File: src/energy_voice_activity_gate_core_assert.svh
// Assertion macros shared by the energy voice activity gate RTL
`ifndef ENERGY_VOICE_ACTIVITY_GATE_CORE_ASSERT_SVH
`define ENERGY_VOICE_ACTIVITY_GATE_CORE_ASSERT_SVH

// Same-cycle implication, clocked on clk_i, off while rst_ni is low
`define EVA_ASSERT_IMPLY(label, ante, cons, msg) \
  label: assert property (@(posedge clk_i) disable iff (!rst_ni) (ante) |-> (cons)) \
    else $error(msg);

// Next-cycle implication, clocked on clk_i, off while rst_ni is low
`define EVA_ASSERT_NEXT(label, ante, cons, msg) \
  label: assert property (@(posedge clk_i) disable iff (!rst_ni) (ante) |=> (cons)) \
    else $error(msg);

`endif

File: src/eva_pkg.sv
// Types and constants of the energy voice activity gate
package eva_pkg;

  // Sample and energy widths
  localparam int unsigned SAMPLE_W    = 8;
  localparam int unsigned DEV_W       = 8;
  localparam int unsigned LEN_W       = 12;
  localparam int unsigned ACC_W       = 20;
  localparam int unsigned ENERGY_W    = 19;
  localparam int unsigned UPPER_W     = 22;
  localparam int unsigned CAL_SUM_W   = 23;
  localparam int unsigned CAL_CNT_W   = 4;
  localparam int unsigned SPAN_W      = 22;
  localparam int unsigned PROD_W      = 46;

  localparam logic [SAMPLE_W-1:0] ZERO_LEVEL       = 8'd127;
  localparam logic [LEN_W-1:0]    MIN_FRAME_LENGTH = 12'd2;
  localparam logic [LEN_W-1:0]    MAX_FRAME_LENGTH = 12'd4095;
  localparam logic [LEN_W-1:0]    FRAME_LENGTH_RST = 12'd160;

  // Calibration: frame count and fixed-point reciprocals for mean and percent
  localparam int unsigned CAL_FRAMES = 10;
  localparam logic [CAL_CNT_W-1:0] CAL_COUNT_DONE = 4'(CAL_FRAMES);
  localparam logic [CAL_CNT_W-1:0] CAL_COUNT_LAST = 4'(CAL_FRAMES - 1);
  localparam int unsigned MEAN_SHIFT = 26;
  localparam logic [22:0] MEAN_RECIP = 23'((64'd1 << MEAN_SHIFT) / CAL_FRAMES);
  localparam int unsigned MEAN_Q_W   = 23;
  localparam int unsigned PCT_SHIFT  = 29;
  localparam int unsigned PCT_DIV    = 100;
  localparam logic [22:0] PCT_RECIP  = 23'((64'd1 << PCT_SHIFT) / PCT_DIV);
  localparam int unsigned PCT_Q_W    = 17;
  localparam int unsigned SPAN_MUL   = 3;
  localparam int unsigned UPPER_MUL  = 5;

  // Configuration port
  localparam int unsigned APB_ADDR_W = 3;
  localparam int unsigned APB_DATA_W = 32;
  localparam logic REG_FRAME_LENGTH  = 1'b0;
  localparam logic REG_DETECT_ENABLE = 1'b1;

  // Frame queue
  localparam int unsigned QUEUE_DEPTH = 2;
  localparam int unsigned QUEUE_PTR_W = 1;

  // Completed frame handed from front to queue
  typedef struct packed {
    logic             valid;
    logic [ACC_W-1:0] energy;
  } frame_push_t;

  // Back sequencer
  typedef enum logic [2:0] {
    BK_RUN,
    BK_MEAN_MUL,
    BK_MEAN_FIX,
    BK_SPAN,
    BK_PCT_MUL,
    BK_PCT_FIX,
    BK_EMIT
  } back_state_e;

endpackage

File: src/eva_frame_queue.sv
// Two-entry queue of frame energies between front and back
module eva_frame_queue import eva_pkg::*; (
  input  logic             clk_i,
  input  logic             rst_ni,
  input  frame_push_t      push_i,
  output logic             full_o,
  output logic             frame_valid_o,
  output logic [ACC_W-1:0] frame_energy_o,
  input  logic             pop_i
);

  logic [ACC_W-1:0]       entry_q [QUEUE_DEPTH];
  logic [QUEUE_PTR_W-1:0] wr_ptr_q, wr_ptr_d;
  logic [QUEUE_PTR_W-1:0] rd_ptr_q, rd_ptr_d;
  logic [QUEUE_PTR_W:0]   count_q, count_d;
  logic                   do_push;
  logic                   do_pop;

  assign full_o         = (count_q == (QUEUE_PTR_W+1)'(QUEUE_DEPTH));
  assign frame_valid_o  = (count_q != '0);
  assign frame_energy_o = entry_q[rd_ptr_q];

  // Advance pointers and occupancy
  always_comb begin
    do_push  = push_i.valid && !full_o;
    do_pop   = pop_i && frame_valid_o;
    wr_ptr_d = do_push ? wr_ptr_q + QUEUE_PTR_W'(1) : wr_ptr_q;
    rd_ptr_d = do_pop ? rd_ptr_q + QUEUE_PTR_W'(1) : rd_ptr_q;
    count_d  = count_q + (QUEUE_PTR_W+1)'(do_push) - (QUEUE_PTR_W+1)'(do_pop);
  end

  always_ff @(posedge clk_i or negedge rst_ni) begin
    if (!rst_ni) begin
      wr_ptr_q <= '0;
      rd_ptr_q <= '0;
      count_q  <= '0;
    end else begin
      wr_ptr_q <= wr_ptr_d;
      rd_ptr_q <= rd_ptr_d;
      count_q  <= count_d;
    end
  end

  // Store the pushed energy
  always_ff @(posedge clk_i) begin
    if (do_push) begin
      entry_q[wr_ptr_q] <= push_i.energy;
    end
  end

endmodule

File: config.mk
export PLATFORM = sky130hd
export DESIGN_NAME = eva_frame_queue
export DESIGN_NICKNAME = d
export VERILOG_FILES = /design/src/energy_voice_activity_gate_core_assert.svh /design/src/eva_pkg.sv /design/src/eva_frame_queue.sv
export SDC_FILE = /design/constraint.sdc
export NUM_CORES = 1
export LEC_CHECK = 0
export BUFFER_PORTS_ARGS = -buffer_cell sky130_fd_sc_hd__buf_2
export CAP_MARGIN = 20
export CELL_PAD_IN_SITES_DETAIL_PLACEMENT = 1
export CELL_PAD_IN_SITES_GLOBAL_PLACEMENT = 1
export CORE_MARGIN = 2
export CORE_UTILIZATION = 45
export CTS_CLUSTER_SIZE = 28
export DETAILED_ROUTE_END_ITERATION = 16
export PLACE_DENSITY_LB_ADDON = 0.1
export SETUP_SLACK_MARGIN = 0.4
export SYNTH_ARGS = -nofsm -noshare
export SYNTH_HDL_FRONTEND = slang
export SYNTH_SLANG_ARGS = --single-unit
File: constraint.sdc
create_clock -name clk_i -period 3.8 [get_ports clk_i]
set_clock_uncertainty 0.1 [all_clocks]
set_input_delay 0.76 -clock clk_i [delete_from_list [all_inputs] [get_ports clk_i]]
set_output_delay 0.76 -clock clk_i [all_outputs]
set_load 0.005 [all_outputs]
== After elaboration in Yosys (flattened, before gate mapping) ==
Memory sizes are Yosys's and may differ from the RTL's.
Cells that the tools add are included.
Storage, ports and cells
  memories kept: 1
  output and inout port bits: 22
  input bits: 24
  register bits: 4
  memory bits (writable): 40
  word-level logic and storage cells: 15
Operators by class
  reductions and logical operators: 4
  mux-type cells: 2
  add/sub/neg operators: 4
  equality and inequality tests: 1
Memories
  entry_q: depth 2, bits a word 20, rd ports 1, clocked after Yosys merged registers in 0, wr ports 1, RTL line eva_frame_queue.sv:12  | logic [ACC_W-1:0] entry_q [QUEUE_DEPTH];
Operators with widths (number)
  adder 1 bit, second input constant: 2
  adder 2 x 1 -> 2 bit: 1
  == test 2 bit, second input constant: 1
  logical AND 1 bit: 2
  two-way mux 1 bit: 2
  nonzero test 2 bit: 1
  subtractor 2 x 1 -> 2 bit: 1
  zero test 1 bit: 1

== Logic depth before layout (Yosys ltp) ==
  depth after elaboration: 5
  mapped depth: 7
  gate-level depth less buffers: 7

== Worst setup path after synthesis ==
OpenSTA, ideal clock, no wires.
  path type: in2reg
  start: input port push_i[20] in the netlist's numbering
  end: memory entry_q[0][0] (enable)
  path buffers: 0
  arrival: 1713 ps
  required time: 3303 ps
  stages on the path: 2
  setup time: 397 ps
  path slack: 1590 ps
  cells stage by stage: nand2_1 nor2_1
On the way
  word-level cells in the longest chain between the ends: 3
RTL lines
  start: declaration: RTL line eva_frame_queue.sv:5  | input frame_push_t push_i,
  logical AND 1 bit: RTL line eva_frame_queue.sv:25  | do_push = push_i.valid && !full_o;
  two-way mux 1 bit: RTL line eva_frame_queue.sv:46  | if (do_push) begin
  two-way mux 1 bit (implied by the code): RTL line eva_frame_queue.sv:47  | entry_q[wr_ptr_q] <= push_i.energy;
  end: declaration: RTL line eva_frame_queue.sv:12
No other way between the ends.

== Final worst setup path ==
  start: register rd_ptr_q
  end: output port frame_energy_o[13]
On the way
  word-level cells in the longest chain between the ends: 1
RTL lines
  start: declaration: RTL line eva_frame_queue.sv:14  | logic [QUEUE_PTR_W-1:0] rd_ptr_q, rd_ptr_d;
  start signal: assignment: RTL line eva_frame_queue.sv:39  | rd_ptr_q <= rd_ptr_d;
  memory (2 x 20 bit)
  end: declaration: RTL line eva_frame_queue.sv:8  | output logic [ACC_W-1:0] frame_energy_o,
No other way between the ends.

==> run_results.csv <==
group,metric,value,unit
run_status,status,"completed",
drt,antenna_left,0,
drt,num_vias,842,
sta,clock.fmax,373,MHz
setup_path,required,2.94,ns
drt,routedWlPerCell,15.7,µm
drt,drc,0,
clock_network,cts_tree,"built",
setup_path,endpoint_kind,"primary output",
synth,syn_inst,80,
clock_network,clkSinkCount,44,
clock_network,cts_root_buf,"clkbuf_4",
sta,setup_tns,0,ns
setup_path,cp-start-kind,"register",
clock_network,clock_path_buffers,2,
sta,tightest_slew,0.928,ns
clock_network,cts_hold_buffers,0,
worst_hold_path,min_path_type,"input port to async pin",
final_layout,final-seq-area,0.00130,mm²
clock_network,clk_latency,0.34,ns
clock_network,clk_pin_slew,0.13,ns
global_routing,grt-ovfl-total,0,
global_routing,grtUsageTotal,15.1,%
synth,async_reset_ff_share,9.09,%
sta,period_needed,2.68,ns
sta,relSlewSlack,38.1,%
synth,syn_avg_cell_area,20.6,µm²
sta,rsz0062_at_grt,"false",
synth,yosysWarnings,0,
sta,maxSlewViolCount,0,
clock_network,post_cts_buffers,0,
final_layout,drive_gt1_share,57.6,%
floorplan,dieHeight,64.5,µm
power,cellPowerDensity,713,mW/mm²
global_routing,antenna_found_initial,0,
synth,syn_area,0.00165,mm²
global_routing,grt_max_degree,22,
clock_network,numCtsBuffers,5,
power,p_total,1.43,mW
final_layout,area_growth_syn_to_layout,22.0,%
global_routing,grt_pass1_vias,916,
drt,wirelength,2790,µm
setup_path,critical_path_class,"register to primary output",
drt,drtIter0Drc,22,
floorplan,start_util,48.2,%
final_layout,nNetsFinal,157,
floorplan,die_x,64.5,µm
sta,fin_crit_sh,70.6,%
synth,synth_enable_flop_cells,40,
synth,synth_top_area_cell,"edfxtp_1",
synth,synth_top_area_share,72.9,%
synth,yosys.cell_types.count,14,
place,io_buffers,45,
clock_network,cts_resized,0,
flow_run,drv_cap,0,
synth,synth_top_flop_cell,"edfxtp_1",
floorplan,ios,46,
floorplan,core_area,0.00342,mm²
power,leakagePower,0.783,nW
setup_path,cp.arrival,1.82,ns
floorplan,row_count,21,
place,dp.final_hpwl,1920,µm
synth,synth_nets,106,
sta,finalHoldViolations,0,
synth,synthTopCellsByArea,"edfxtp_1 (73%), mux2_2 (14%), dfrtp_1 (6.1%)",
drt,vias_per_cell,4.73,
global_routing,grt_pass1_wl,4550,µm
setup_path,worst-path-max-fanout,21,
sta,setup_viol,0,
final_layout,multiInputGateArea,325,µm²
final_layout,num_antenna_cells,0,
synth,seq_area_frac_synth,79.0,%
place,place.gp.congestion,0.769,
sta,whs,0.0883,ns
synth,synth-seq-cells,44,
clock_network,htree_levels,2,
floorplan,die_area,0.00416,mm²
synth,synth_top_cells_by_count,"edfxtp_1 (40), mux2_2 (20), dfrtp_1 (4)",
drt,first_pass_iters,3,
power,ir_drop,0.416,mV
final_layout,n_fill_cell,338,
synth,yosysMostFrequentCell,"edfxtp_1",
[sequential cells by signal, indices dropped and copies added (netlist names)]
register,count
count_q,2
wr_ptr_q,1
entry_q,40
rd_ptr_q,1
[where the power goes]
| group | internal [mW] | total, mW | switching (mW) |
|---|---|---|---|
| Sequential | 0.667 | 0.746 | 0.0788 |
| Clock | 0.138 | 0.284 | 0.146 |
| Combinational | 0.234 | 0.403 | 0.169 |
| Total | 1.04 | 1.43 | 0.394 |
[per-stage QoR]
stage	cells	setup WS, ns	cell area (µm²)	utilization (%)
after floorplan	80	1.59	1650	-
after global placement	169	1.46	1920	56.1
after detailed placement	169	1.47	1920	56.1
after CTS	177	1.07	1990	58.4
after global routing	178	0.974	2010	58.8
final	178	1.12	2010	58.8
[cells by family after synthesis]
group                      Yosys count  synth area share (%)
DFF                                 44                  79.0
muxes                               20                  13.7
and+or+nand+nor                      6                  2.28
xor gates and xnor gates             4                  2.13
buffers and inverters                4                  1.37
adders and majority gates            2                  1.52
[per-layer routing]
metal  up-vias  wire (µm)  track usage [%]
li1        408          -                -
met2        28       1410             24.5
met1       404       1200             19.8
met5         -          0                0
met3         2        155             3.47
met4         0         19             6.38
[cell type report]
cell class	instances	area share, %
multi-input cells	32	16.2
repair buffers	46	12.0
flip-flops and latches	44	64.8
inverters	2	0.374
clock buffers	6	2.06
well taps	46	2.87
clock inverters	2	1.74
[cells in the final DEF, fill, tap and decap left out, types with 2 or more instances in the layout]
master	netlist	final
dfrtp_1	4	4
inv_1	2	2
clkbuf_4	0	5
edfxtp_1	40	40
xnor2_1	3	3
ha_1	2	2
buf_2	0	45
mux2_2	20	20
[final timing paths]
| kind | from | endpoint | slack, ns | cells after the start |
|---|---|---|---|---|
| setup / recovery | rd_ptr_q$_DFFE_PN0P_ | frame_energy_o[13] | 1.12 | 2 |
| hold / removal | rst_ni | count_q[1]$_DFF_PN0_ | 0.09 | 1 |
| setup reg to reg | count_q[1]$_DFF_PN0_ | entry_q[1][18]$_DFFE_PP_ | 1.98 | 2 |
| hold reg to reg | count_q[1]$_DFF_PN0_ | count_q[1]$_DFF_PN0_ | 0.42 | 1 |
| max in group asynchronous | rst_ni | rd_ptr_q$_DFFE_PN0P_ | 3.39 | 1 |
| min in group clk_i | count_q[1]$_DFF_PN0_ | count_q[1]$_DFF_PN0_ | 0.42 | 1 |
[critical path, cell delays in order, from the launching register on]
cell,delay [ns]
dfrtp_1,0.93
mux2_2,0.43
buf_2,0.13
Power figures use the tool's default switching activity.
