==> src/energy_voice_activity_gate_core_assert.svh <==
// Assertion macros shared by the energy voice activity gate RTL
`ifndef ENERGY_VOICE_ACTIVITY_GATE_CORE_ASSERT_SVH
`define ENERGY_VOICE_ACTIVITY_GATE_CORE_ASSERT_SVH

// Same-cycle implication, clocked on clk_i, off while rst_ni is low
`define EVA_ASSERT_IMPLY(label, ante, cons, msg) \
  label: assert property (@(posedge clk_i) disable iff (!rst_ni) (ante) |-> (cons)) \
    else $error(msg);

// Next-cycle implication, clocked on clk_i, off while rst_ni is low
`define EVA_ASSERT_NEXT(label, ante, cons, msg) \
  label: assert property (@(posedge clk_i) disable iff (!rst_ni) (ante) |=> (cons)) \
    else $error(msg);

`endif

==> src/eva_pkg.sv <==
// Types and constants of the energy voice activity gate
package eva_pkg;

  // Sample and energy widths
  localparam int unsigned SAMPLE_W    = 8;
  localparam int unsigned DEV_W       = 8;
  localparam int unsigned LEN_W       = 12;
  localparam int unsigned ACC_W       = 20;
  localparam int unsigned ENERGY_W    = 19;
  localparam int unsigned UPPER_W     = 22;
  localparam int unsigned CAL_SUM_W   = 23;
  localparam int unsigned CAL_CNT_W   = 4;
  localparam int unsigned SPAN_W      = 22;
  localparam int unsigned PROD_W      = 46;

  localparam logic [SAMPLE_W-1:0] ZERO_LEVEL       = 8'd127;
  localparam logic [LEN_W-1:0]    MIN_FRAME_LENGTH = 12'd2;
  localparam logic [LEN_W-1:0]    MAX_FRAME_LENGTH = 12'd4095;
  localparam logic [LEN_W-1:0]    FRAME_LENGTH_RST = 12'd160;

  // Calibration: frame count and fixed-point reciprocals for mean and percent
  localparam int unsigned CAL_FRAMES = 10;
  localparam logic [CAL_CNT_W-1:0] CAL_COUNT_DONE = 4'(CAL_FRAMES);
  localparam logic [CAL_CNT_W-1:0] CAL_COUNT_LAST = 4'(CAL_FRAMES - 1);
  localparam int unsigned MEAN_SHIFT = 26;
  localparam logic [22:0] MEAN_RECIP = 23'((64'd1 << MEAN_SHIFT) / CAL_FRAMES);
  localparam int unsigned MEAN_Q_W   = 23;
  localparam int unsigned PCT_SHIFT  = 29;
  localparam int unsigned PCT_DIV    = 100;
  localparam logic [22:0] PCT_RECIP  = 23'((64'd1 << PCT_SHIFT) / PCT_DIV);
  localparam int unsigned PCT_Q_W    = 17;
  localparam int unsigned SPAN_MUL   = 3;
  localparam int unsigned UPPER_MUL  = 5;

  // Configuration port
  localparam int unsigned APB_ADDR_W = 3;
  localparam int unsigned APB_DATA_W = 32;
  localparam logic REG_FRAME_LENGTH  = 1'b0;
  localparam logic REG_DETECT_ENABLE = 1'b1;

  // Frame queue
  localparam int unsigned QUEUE_DEPTH = 2;
  localparam int unsigned QUEUE_PTR_W = 1;

  // Completed frame handed from front to queue
  typedef struct packed {
    logic             valid;
    logic [ACC_W-1:0] energy;
  } frame_push_t;

  // Back sequencer
  typedef enum logic [2:0] {
    BK_RUN,
    BK_MEAN_MUL,
    BK_MEAN_FIX,
    BK_SPAN,
    BK_PCT_MUL,
    BK_PCT_FIX,
    BK_EMIT
  } back_state_e;

endpackage

==> src/eva_sample_front.sv <==
// Front end: per-sample deviation accumulation and frame boundary detection
module eva_sample_front import eva_pkg::*; (
  input  logic                clk_i,
  input  logic                rst_ni,
  input  logic [SAMPLE_W-1:0] sample_i,
  input  logic                sample_valid_i,
  output logic                sample_ready_o,
  input  logic [LEN_W-1:0]    frame_length_i,
  input  logic                queue_full_i,
  output frame_push_t         push_o
);

  logic [ACC_W-1:0] acc_q, acc_d;
  logic [LEN_W-1:0] cnt_q, cnt_d;
  logic [DEV_W-1:0] dev;
  logic [ACC_W-1:0] acc_sum;
  logic [LEN_W-1:0] cnt_inc;
  logic [LEN_W-1:0] eff_len;
  logic             accept;
  logic             frame_done;

  // Clamp the frame length into its legal range
  always_comb begin
    if (frame_length_i < MIN_FRAME_LENGTH) begin
      eff_len = MIN_FRAME_LENGTH;
    end else if (frame_length_i > MAX_FRAME_LENGTH) begin
      eff_len = MAX_FRAME_LENGTH;
    end else begin
      eff_len = frame_length_i;
    end
  end

  // Accumulate the deviation and close the frame at the length
  always_comb begin
    dev        = (sample_i >= ZERO_LEVEL) ? (sample_i - ZERO_LEVEL) : (ZERO_LEVEL - sample_i);
    acc_sum    = acc_q + ACC_W'(dev);
    cnt_inc    = cnt_q + LEN_W'(1);
    frame_done = (cnt_inc >= eff_len);
    accept     = sample_valid_i && !queue_full_i;
    acc_d      = acc_q;
    cnt_d      = cnt_q;
    if (accept) begin
      if (frame_done) begin
        acc_d = '0;
        cnt_d = '0;
      end else begin
        acc_d = acc_sum;
        cnt_d = cnt_inc;
      end
    end
  end

  assign sample_ready_o = !queue_full_i;
  assign push_o.valid   = accept && frame_done;
  assign push_o.energy  = acc_sum;

  always_ff @(posedge clk_i or negedge rst_ni) begin
    if (!rst_ni) begin
      acc_q <= '0;
      cnt_q <= '0;
    end else begin
      acc_q <= acc_d;
      cnt_q <= cnt_d;
    end
  end

endmodule

==> config.mk <==
export PLATFORM = sky130hd
export DESIGN_NAME = eva_sample_front
export DESIGN_NICKNAME = d
export VERILOG_FILES = /design/src/energy_voice_activity_gate_core_assert.svh /design/src/eva_pkg.sv /design/src/eva_sample_front.sv
export SDC_FILE = /design/constraint.sdc
export NUM_CORES = 1
export LEC_CHECK = 0
export BUFFER_PORTS_ARGS = -buffer_cell sky130_fd_sc_hd__buf_2
export CAP_MARGIN = 15
export CORE_ASPECT_RATIO = 1.1
export CORE_MARGIN = 3
export CORE_UTILIZATION = 50
export DETAILED_ROUTE_END_ITERATION = 12
export PLACE_DENSITY = 0.73
export SKIP_LAST_GASP = 1
export SYNTH_ARGS = -nofsm -noshare
export SYNTH_HDL_FRONTEND = slang
export SYNTH_SLANG_ARGS = --single-unit
==> constraint.sdc <==
create_clock -name clk_i -period 3.2 [get_ports clk_i]
set_clock_uncertainty 0.05 [all_clocks]
set_input_delay 0.32 -clock clk_i [delete_from_list [all_inputs] [get_ports clk_i]]
set_output_delay 0.32 -clock clk_i [all_outputs]
set_load 0.01 [all_outputs]
# == After elaboration in Yosys (flattened, before gate mapping) ==
# Cells that the tools add are included.
# op_classes
add_sub_neg,4
n_lt_le_gt_ge,4
muxes,5
n_reduce_logical,3
# op_table
operator,count
12-bit two-way mux,3
20-bit by 8-bit adder with 20-bit output,1
20-bit two-way mux,1
12-bit by 1-bit adder with 12-bit output (second input constant),1
12-bit >= comparator,1
12-bit > comparator (second input constant),1
12-bit by 2-bit less-than comparator with 1-bit output (second input constant),1
8-bit by 7-bit >= comparator with 1-bit output (second input constant),1
8-bit two-way mux,1
7-bit by 8-bit subtractor with 8-bit output (first input constant),1
8-bit by 7-bit subtractor with 8-bit output (second input constant),1
1-bit logical AND,2
1-bit zero test,1
# word_totals
regBits,32
input_bits,24
output_inout_bits,22
word_cells,18

# == Depth between registers and ports, before layout ==
# Gate-level depths: netlist (run 1).
# logic_depth
depth_word,5
ltp_mapped,14
ltp_nobuf,13

# == Worst setup path before layout (run 1) ==
# No wires, ideal clock.
# synth_path
path_kind,input port to output port
start,input sample_i[0]
end,output push_o[15] (netlist name)
arrival_ns,2.550
required_ns,2.830
setup_slack_ns,0.280
stages,11
n_path_buf,0
path_cell_list,ha_1 > nand2_1 > nor2_1 > nor2_1 > mux2i_1 > ha_1 > a211oi_1 > o21bai_4 > o21a_4 > and3_2 > xor2_1
# synth_rtl
item,line,text
"start, declared",eva_sample_front.sv:5,"input logic [SAMPLE_W-1:0] sample_i,"
"end, declared",eva_sample_front.sv:10,output frame_push_t push_o

==> run_results.csv, run 1 <==
group,metric,value,unit
sta,setup_viol,0,
power,power_density,595.9,mW/mm^2
flow_run,maxCapViolCount,0,
yosys,synth_most_common_cell,"nand2_1",
yosys,avgSynthCellArea,8.344,sq um
yosys,synth_compound_area_frac,0.1948,
yosys,synthAdderAreaFrac,0.1127,
setup_path,cp.required,2.83,ns
detailed_routing,routed_wl,6.329,mm
clocking,numCtsBuffers,5,
detailed_routing,drc,0,
yosys,synthMuxAreaShare,0.01576,
sta,max_freq,0.3270,GHz
yosys,yosysWarnings,0,
setup_path,arrival,2.69,ns
floorplanning,io_pins,46,
sta,setup_tns,0,ns
detailed_routing,viasPerCell,5.633,
yosys,synth_top_area_cell,"dfrtp_1",
floorplanning,die_area,0.006146,sq mm
yosys,synth_top_area_share,0.3056,
detailed_routing,wl_met1,2.868,mm
yosys,seq_area_frac_synth,0.3056,
finish,antenna_cells,0,
floorplanning,num_rows,27,
global_route,grt_max_degree,33,
clocking,postCtsHoldBufs,0,
sta,rsz0062_at_grt,"yes",
placed_design,gp_congestion,0.8706,
sta,slew_viol_final,0,
setup_path,cp_max_fo,6,
floorplanning,die_x,75.02,um
yosys,async_reset_ff_frac,1.000,
sta,worst_pin_slew,0.7486,ns
sta,fin_crit_sh,0.9557,
finish,layout.nets,420,
detailed_routing,met3_length,199,um
sta,slew_headroom,0.5009,
clocking,cts_root_buffer,"clkbuf_8",
finish,num-fill-cells,444,
sta,finalHoldViolCount,0,
yosys,synth_top_family_by_area,"simple AND/OR/NAND/NOR gates",
clocking,htreeDepth,2,
setup_path,crit_path_start_kind,"primary input",
yosys,synthesis.area,0.002620,sq mm
power,leakage,1.588,nW
yosys,synth_seq_cells,32,
setup_path,critPathKind,"in2out",
global_route,grt_overflow,0,
clocking,clock_latency,0.28,ns
hold_path,hold_class,"in2async",
detailed_routing,wire_per_inst,14.68,um
global_route,antenna_found_initial,0,
power,irDropWorstVdd,0.0002558,V
finish,syn_to_final_growth,21.49,%
clocking,clock_sinks,32,
floorplanning,die_h,81.92,um
yosys,ys.flop_type,"dfrtp_1",
yosys,syn_nets,361,
setup_path,ff2ff_path_depth,13,
yosys,synth_area_leaders,"dfrtp_1 31%, ha_1 11%, nand2_1 7.3%, xnor2_1 6.4%, o21ai_0 4.6%",
clocking,cts_buffer_depth,2,
clocking,cts.reportedPaths.clkPinSlew,0.07,ns
yosys,syn_inst,314,
finish,multi_input_area,0.001774,sq mm
yosys,ys_top_cells_by_count,"51 x nand2_1, 32 x dfrtp_1, 24 x o21ai_0, 22 x ha_1, 19 x xnor2_1",
detailed_routing,num_vias,2428,
placed_design,io_buffers,45,
sta,post-route-worst-setup-slack,0.1417,ns
detailed_routing,antenna_left,0,
floorplanning,core,0.005034,sq mm
yosys,ys_types,47,
detailed_routing,first_iter_violations,122,
finish,area.sequential,802.0,sq um
floorplanning,start_util,0.5205,
detailed_routing,maxUsedRoutingLayer,"met4",
yosys,synth-simple-area-share,0.2221,
detailed_routing,routed-wl-met2,3.123,mm
placed_design,dpl.hpwl,4.598,mm
setup_path,endpoint_kind,"output port",
finish,drive_gt1_frac,0.2493,
yosys,synth_xor_area_frac,0.1036,
placed_design,pre_cts_ws,-0.05483,ns
sta,fin_crit,3.058,ns
yosys,synth_edf_count,0,
global_route,grt_pass1_vias,2335,
global_route,grt_pass1_wl,10.18,mm
status,status,"completed",
detailed_routing,drt_pass1_iterations,4,
global_route,groute.usage.overall,0.2137,
clocking,cts_tree,"built",
path summary, 6_finish.rpt:
kind	from	to	slack, ns
setup / recovery	sample_i[3]	push_o[12]	0.14
hold / removal	rst_ni	acc_q[6]	0.05
setup reg to reg	cnt_q[0]	acc_q[19]	0.31
hold reg to reg	acc_q[6]	acc_q[6]	0.44
max in group asynchronous	rst_ni	cnt_q[0]	2.52
min in group clk_i	acc_q[6]	acc_q[6]	0.44
power breakdown:
part           total (mW)  leakage [nW]  internal [mW]  switching, mW
combinational       0.988          1.13          0.451          0.537
sequential          0.571         0.411          0.488         0.0825
clock               0.338        0.0503          0.191          0.146
total                1.90          1.59           1.13          0.766
registers in the layout, indices dropped and copies added, names as in the netlist:
| signal | cells |
|---|---|
| cnt_q | 12 |
| acc_q | 20 |
layout make-up:
cell class,count,area share
clock buffer,7,0.03027
multi-input combinational,253,0.5574
tap,58,0.02280
timing repair buffer,63,0.1164
inverter,18,0.02123
sequential,32,0.2520
through the flow:
| step | utilization | instance area (sq um) | power (mW) | instances | hold slack, ns |
|---|---|---|---|---|---|
| 2_1_floorplan | - | 2620 | 1.215 | 314 | -0.02559 |
| 3_3_place_gp | 0.5904 | 2972 | 1.509 | 420 | 0.3738 |
| 3_5_place_dp | 0.5904 | 2972 | 1.531 | 420 | 0.3798 |
| 4_1_cts | 0.6107 | 3074 | 1.875 | 427 | 0.07393 |
| 5_1_grt | 0.6324 | 3183 | 2.060 | 431 | 0.08999 |
| 6_report | 0.6324 | 3183 | 1.897 | 431 | 0.04663 |
critical path, cell delays in order:
cell and delay (ns):
buf_2 0.14, nand4_1 0.17, nor2_4 0.15, nor2_4 0.06, mux2i_2 0.18, fa_2 0.41
a21o_1 0.21, a221oi_2 0.26, a221o_1 0.32, buf_6 0.16, nor2_2 0.04, xor2_1 0.13
buf_2 0.14
kinds of logic (layout without fill, tap and decap cells):
| family | count (synthesis) | count (layout) |
|---|---|---|
| multiplexers | 4 | 4 |
| buffers and inverters | 29 | 88 |
| adder cells (fa/ha/maj) | 23 | 23 |
| AO/OA/AOI/OAI | 75 | 75 |
| flip-flops | 32 | 32 |
| AND/OR/NAND/NOR | 120 | 120 |
| XOR/XNOR | 31 | 31 |
placed cells by master (no fill, tap or decap), types with 7 or more instances in the layout:
cell       n
buf_4     17
buf_2     44
a21oi_1   11
dfrtp_1   31
nand3_1   15
ha_1      21
xor2_1    12
and3_1     7
nand2_1   50
clkbuf_8   7
inv_1     18
a22o_1     8
xnor2_1   19
nor3_1     8
nor2_1    12
o21ai_0   23
per-layer routing:
layer | GRT usage | vias up
met1 | 0.2601 | 1142
met4 | 0.08541 | 0
li1 | - | 1223
met2 | 0.3641 | 48
met3 | 0.04406 | 15
met5 | 0 | -
what timing repair did:
action                     CTS  global route
setup buffers                0             4
gates resized for setup      2            21
gates cloned                 0             0
pin swaps                    0            13
setup endpoints to repair    1            29
(Power assumes the default switching activity.)
==> run 2: changes to the inputs <==
--- a/config.mk
+++ b/config.mk
@@ -7,11 +7,13 @@
 export LEC_CHECK = 0
 export BUFFER_PORTS_ARGS = -buffer_cell sky130_fd_sc_hd__buf_2
 export CAP_MARGIN = 15
+export CELL_PAD_IN_SITES_DETAIL_PLACEMENT = 0
+export CELL_PAD_IN_SITES_GLOBAL_PLACEMENT = 1
 export CORE_ASPECT_RATIO = 1.1
 export CORE_MARGIN = 3
-export CORE_UTILIZATION = 50
+export CORE_UTILIZATION = 42
 export DETAILED_ROUTE_END_ITERATION = 12
-export PLACE_DENSITY = 0.73
+export PLACE_DENSITY_LB_ADDON = 0.1
 export SKIP_LAST_GASP = 1
 export SYNTH_ARGS = -nofsm -noshare
 export SYNTH_HDL_FRONTEND = slang
==> run 2 against run 1 <==
- final cell count up 4.4%
- critical path depth up 1
- largest cell class unchanged
- sequential power up 1%
- die area up 18%
- setup slack worse by 0.017 ns
- highest routed layer unchanged
- critical endpoint is now push_o[14]
==> run_results.csv, run 2 (synthesis gave the netlist of run 1 again) <==
group,metric,value,unit
status,status,"completed",
placed_design,placed_area,0.003000,sq mm
floorplanning,start_util,0.4430,
global_route,groute.usage.overall,0.1917,
setup_path,arrival,2.71,ns
finish,antenna_cells,0,
power,leakage,1.588,nW
floorplanning,die_h,88.84,um
sta,rsz0062_at_grt,"yes",
sta,slew_headroom,0.4926,
power,power.total,1.893,mW
placed_design,io_buffers,45,
placed_design,pre_cts_ws,0.03045,ns
detailed_routing,wire_per_inst,14.31,um
setup_path,ff2ff_setup_slack,0.31,ns
finish,post-route-util,0.5445,
detailed_routing,num_vias,2418,
floorplanning,num_rows,29,
placed_design,dpl.hpwl,4.654,mm
global_route,grt_max_degree,33,
hold_path,hold_class,"in2async",
clocking,cts_tree,"built",
sta,worst_pin_slew,0.7611,ns
setup_path,ff2ff_path_depth,13,
detailed_routing,routed_wl,6.439,mm
sta,fin_crit,3.076,ns
detailed_routing,viasPerCell,5.373,
finish,final_cell_area,0.003221,sq mm
finish,fin_cells,450,
sta,finalHoldViolCount,0,
floorplanning,core,0.005914,sq mm
setup_path,r2r_start,"cnt_q[0]",
setup_path,critPathKind,"in2out",
floorplanning,die_area,0.007223,sq mm
detailed_routing,drc,0,
flow_run,maxCapViolCount,0,
setup_path,crit_path_start_kind,"primary input",
global_route,grt_pass1_vias,2351,
clocking,postCtsHoldBufs,0,
finish,biggestRegsByFlops,"acc_q x20, cnt_q x12",
finish,top_register,"acc_q",
setup_path,r2r-end,"acc_q[14]",
setup_path,cp_max_fo,6,
clocking,cts_buffer_depth,2,
detailed_routing,drt_pass1_iterations,4,
setup_path,cp.required,2.83,ns
sta,fin_crit_sh,0.9611,
finish,layout.nets,419,
clocking,htreeDepth,2,
floorplanning,die_x,81.31,um
power,irDropWorstVdd,0.0002665,V
global_route,antenna_found_initial,0,
clocking,cts_root_buffer,"clkbuf_8",
global_route,grt_pass1_wl,10.87,mm
power,power_density,587.7,mW/mm^2
sta,post-route-worst-setup-slack,0.1245,ns
placed_design,gp_congestion,0.7931,
clocking,clock_sinks,32,
finish,final_common_cell,"nand2_1",
sta,hold_ws,0.05298,ns
finish,syn_to_final_growth,22.92,%
finish,layout_common_cells,"50 x nand2_1, 46 x buf_2, 30 x dfrtp_1",
finish,largest_reg_flops,20,
setup_path,endpoint_kind,"output port",
clocking,cts.reportedPaths.clkPinSlew,0.07,ns
placed_design,dp.cells,438,
sta,max_freq,0.3251,GHz
finish,drive_gt1_frac,0.2654,
floorplanning,io_pins,46,
clocking,clock_latency,0.29,ns
detailed_routing,antenna_left,0,
detailed_routing,first_iter_violations,80,
clocking,numCtsBuffers,5,
sta,setup_tns,0,ns
sta,setup_viol,0,
global_route,grt_overflow,0,
sta,slew_viol_final,0,
-- run 2: changes by cell type in the layout (fill, tap and decap cells not counted), sizes merged --
cell | before | now
clkinv | 0 | 3
clkbuf | 7 | 5
buf | 63 | 62
-- run 2: worst max-delay path by stage --
stage / slack [ns] / from / cells past startpoint / to
3_3_place_gp: 0.05 / sample_i[0] / 14 / push_o[15]
2_1_floorplan: 0.28 / sample_i[0] / 11 / push_o[15]
6_report: 0.12 / sample_i[1] / 14 / push_o[14]
5_1_grt: -0.02 / sample_i[1] / 15 / push_o[18]
4_1_cts: 0.01 / sample_i[0] / 14 / push_o[15]
3_5_place_dp: 0.03 / sample_i[0] / 14 / push_o[15]
-- run 2: routing by layer --
metal  GRT usage  wire length, um  share of wire  vias to the layer above
met3     0.02749              246          0.038                        6
met2      0.3111             3009           0.47                       44
met1      0.2664             3117           0.48                     1140
met4     0.05069               65          0.010                        0
met5           0                0              0                        -
li1            -                -              -                     1228
-- run 2: layout make-up --
class | instances | area, sq um
multi-input cells | 253 | 1799
clock buffers | 5 | 68.82
flip-flops and latches | 32 | 803.3
well taps | 77 | 96.34
inverters | 18 | 67.56
clock inverters | 3 | 18.77
repair buffers | 62 | 366.6
fillers | 578 | 2694
-- run 2: report_power, final --
part	total [mW]	internal (mW)	switching, mW
clock	0.317	0.152	0.165
sequential	0.578	0.489	0.0889
combinational	0.998	0.460	0.538
total	1.89	1.10	0.792
-- run 2: worst max-delay path, stage by stage --
cell and delay [ns]:
buf_2 0.13, ha_4 0.16, nand2_2 0.07, nor2_1 0.06, nor2_2 0.20, mux2i_2 0.32, fa_2 0.26, a21o_1 0.15
a221oi_2 0.07, a221o_1 0.36, buf_6 0.16, nor2_2 0.11, xor2_1 0.17, buf_2 0.15
-- run 2: repair_timing --
item,4_1_cts,5_1_grt
resized for setup,2,23
endpoints found under the setup margin,1,24
pin swaps,0,9
setup buffers,0,3
cloned,0,1
==> run 3: changes to the inputs <==
--- a/config.mk
+++ b/config.mk
@@ -5,7 +5,7 @@
 export SDC_FILE = /design/constraint.sdc
 export NUM_CORES = 1
 export LEC_CHECK = 0
-export BUFFER_PORTS_ARGS = -buffer_cell sky130_fd_sc_hd__buf_2
+export BUFFER_PORTS_ARGS = -buffer_cell sky130_fd_sc_hd__buf_4
 export CAP_MARGIN = 15
 export CELL_PAD_IN_SITES_DETAIL_PLACEMENT = 0
 export CELL_PAD_IN_SITES_GLOBAL_PLACEMENT = 1
@@ -13,6 +13,7 @@
 export CORE_MARGIN = 3
 export CORE_UTILIZATION = 42
 export DETAILED_ROUTE_END_ITERATION = 12
+export MAX_ROUTING_LAYER = met4
 export PLACE_DENSITY_LB_ADDON = 0.1
 export SKIP_LAST_GASP = 1
 export SYNTH_ARGS = -nofsm -noshare
==> run 3 against run 2 <==
- flip-flop and latch count unchanged
- sequential power about the same
- utilization up 1.4 points
- combinational power up 7%
- fmax down 0.42%
- first-iteration DRC count down 6.3%
==> run_results.csv, run 3 (synthesis gave the netlist of run 1 again) <==
group,metric,value,unit
status,status,"completed",
global_route,use_met2,0.3207,
global_route,antenna_found_initial,0,
floorplanning,die_x,81.31,um
sta,rsz0062_at_grt,"yes",
global_route,grt_overflow,0,
finish,area.sequential,802.0,sq um
flow_run,maxCapViolCount,0,
sta,fin_crit,3.088,ns
finish,drive_gt1_frac,0.2480,
detailed_routing,first_iter_violations,75,
clocking,htreeDepth,2,
sta,finalHoldViolCount,0,
setup_path,max_stage_delay,0.38,ns
placed_design,gp_congestion,0.7944,
sta,slew_headroom,0.3748,
clocking,clock_latency,0.29,ns
finish,syn_to_final_growth,26.12,%
global_route,use_met3,0.03666,
finish,multi_input_area,0.001758,sq mm
setup_path,cp.required,2.83,ns
clocking,cts_tree,"built",
placed_design,io_buffers,45,
sta,setup_viol,0,
finish,final_common_cell,"buf_4",
global_route,busiest_layer,"met2",
global_route,grt_pass1_wl,10.71,mm
setup_path,critPathKind,"in2out",
power,irDropWorstVdd,0.0003106,V
setup_path,cp_max_fo,11,
floorplanning,num_rows,29,
finish,biggestRegsByFlops,"acc_q x20, cnt_q x12",
detailed_routing,antenna_left,0,
detailed_routing,wire_per_inst,14.60,um
sta,fin_crit_sh,0.9651,
finish,layout.nets,417,
finish,top_register,"acc_q",
finish,layout_common_cells,"57 x buf_4, 50 x nand2_1, 31 x dfrtp_1",
sta,worst_pin_slew,0.9355,ns
floorplanning,io_pins,46,
placed_design,dp.cells,438,
global_route,groute.usage.overall,0.1967,
setup_path,path_cells,"buf_4, ha_2, nand2_2, nor2_1, nor2_2, mux2i_2, fa_2, a21o_1, a221oi_2, a221o_1, buf_6, nor2_2, xor2_1, buf_4",
setup_path,arrival,2.72,ns
clocking,cts_root_buffer,"clkbuf_8",
floorplanning,core,0.005914,sq mm
power,power_density,619.0,mW/mm^2
floorplanning,die_area,0.007223,sq mm
global_route,met1_usage,0.2506,
finish,antenna_cells,0,
placed_design,pre_cts_ws,0.002097,ns
finish,fin_cells,448,
detailed_routing,drt_pass1_iterations,4,
detailed_routing,routed_wl,6.543,mm
clocking,numCtsBuffers,5,
floorplanning,die_h,88.84,um
clocking,cts.reportedPaths.clkPinSlew,0.07,ns
setup_path,crit_path_start_kind,"primary input",
finish,largest_reg_flops,20,
detailed_routing,viasPerCell,5.371,
setup_path,endpoint_kind,"output port",
clocking,cts_buffer_depth,2,
placed_design,dpl.hpwl,4.743,mm
power,leakage,1.610,nW
sta,slew_viol_final,0,
hold_path,hold_class,"reg2reg",
setup_path,cp_slowest_cell,"a221o_1",
sta,setup_tns,0,ns
global_route,grt_pass1_vias,2312,
sta,post-route-worst-setup-slack,0.1116,ns
sta,max_freq,0.3238,GHz
clocking,clock_sinks,32,
global_route,grt_max_degree,33,
detailed_routing,num_vias,2406,
floorplanning,start_util,0.4430,
detailed_routing,drc,0,
finish,num-fill-cells,566,
[run 3: metrics by stage]
step | area, sq um | hold slack (ns) | power [mW] | util
floorplan | 2620 | -0.02559 | 1.215 | -
global placement | 3113 | 0.2483 | 1.610 | 0.5263
detailed placement | 3113 | 0.2496 | 1.628 | 0.5263
CTS | 3246 | 0.4482 | 2.042 | 0.5488
global route | 3304 | 0.4772 | 2.212 | 0.5587
finish | 3304 | 0.4388 | 2.045 | 0.5587
[run 3: critical path: cells and delay by family]
kind                     cells  cell delay (ns)
multiplexers                 1             0.32
XOR/XNOR                     1             0.15
AO/OA/AOI/OAI                3             0.59
adder cells (fa/ha/maj)      2             0.46
buffers and inverters        3             0.41
AND/OR/NAND/NOR              4             0.47
[run 3: final timing paths]
check / slack [ns] / cells past startpoint / endpoint / from
worst min-delay path: 0.44 / 2 / acc_q[7] / acc_q[7]
worst min register to register: 0.44 / 2 / acc_q[7] / acc_q[7]
max in group asynchronous: 2.30 / 2 / cnt_q[0] / rst_ni
worst max register to register: 0.26 / 13 / acc_q[16] / cnt_q[0]
worst max-delay path: 0.11 / 14 / push_o[16] / sample_i[0]
min in group asynchronous: 0.46 / 2 / cnt_q[11] / rst_ni
[run 3: power by group]
group	switching, mW	internal (mW)
clock	0.171	0.230
combinational	0.544	0.522
sequential	0.0896	0.488
total	0.805	1.24
[run 3: final cells by class]
class                           instances  area share
Sequential cell                        32      0.2427
Timing Repair Buffer                   60      0.1420
Clock buffer                            5     0.02083
Clock inverter                          3     0.01287
Multi-Input combinational cell        253      0.5320
Inverter                               18     0.02045
Tap cell                               77     0.02916
[run 3: per-layer routing]
layer  wire length [um]  vias up
met4                 80        0
met1               3155     1128
met2               3067       43
met3                239        9
li1                   -     1226
met5                  0        -
[run 3: what timing repair did]
action,CTS,global route
pin swaps,0,4
hold buffers,1,0
resized for setup,4,13
hold endpoints to repair,32,0
endpoints found under the setup margin,2,21
buffers inserted,0,1
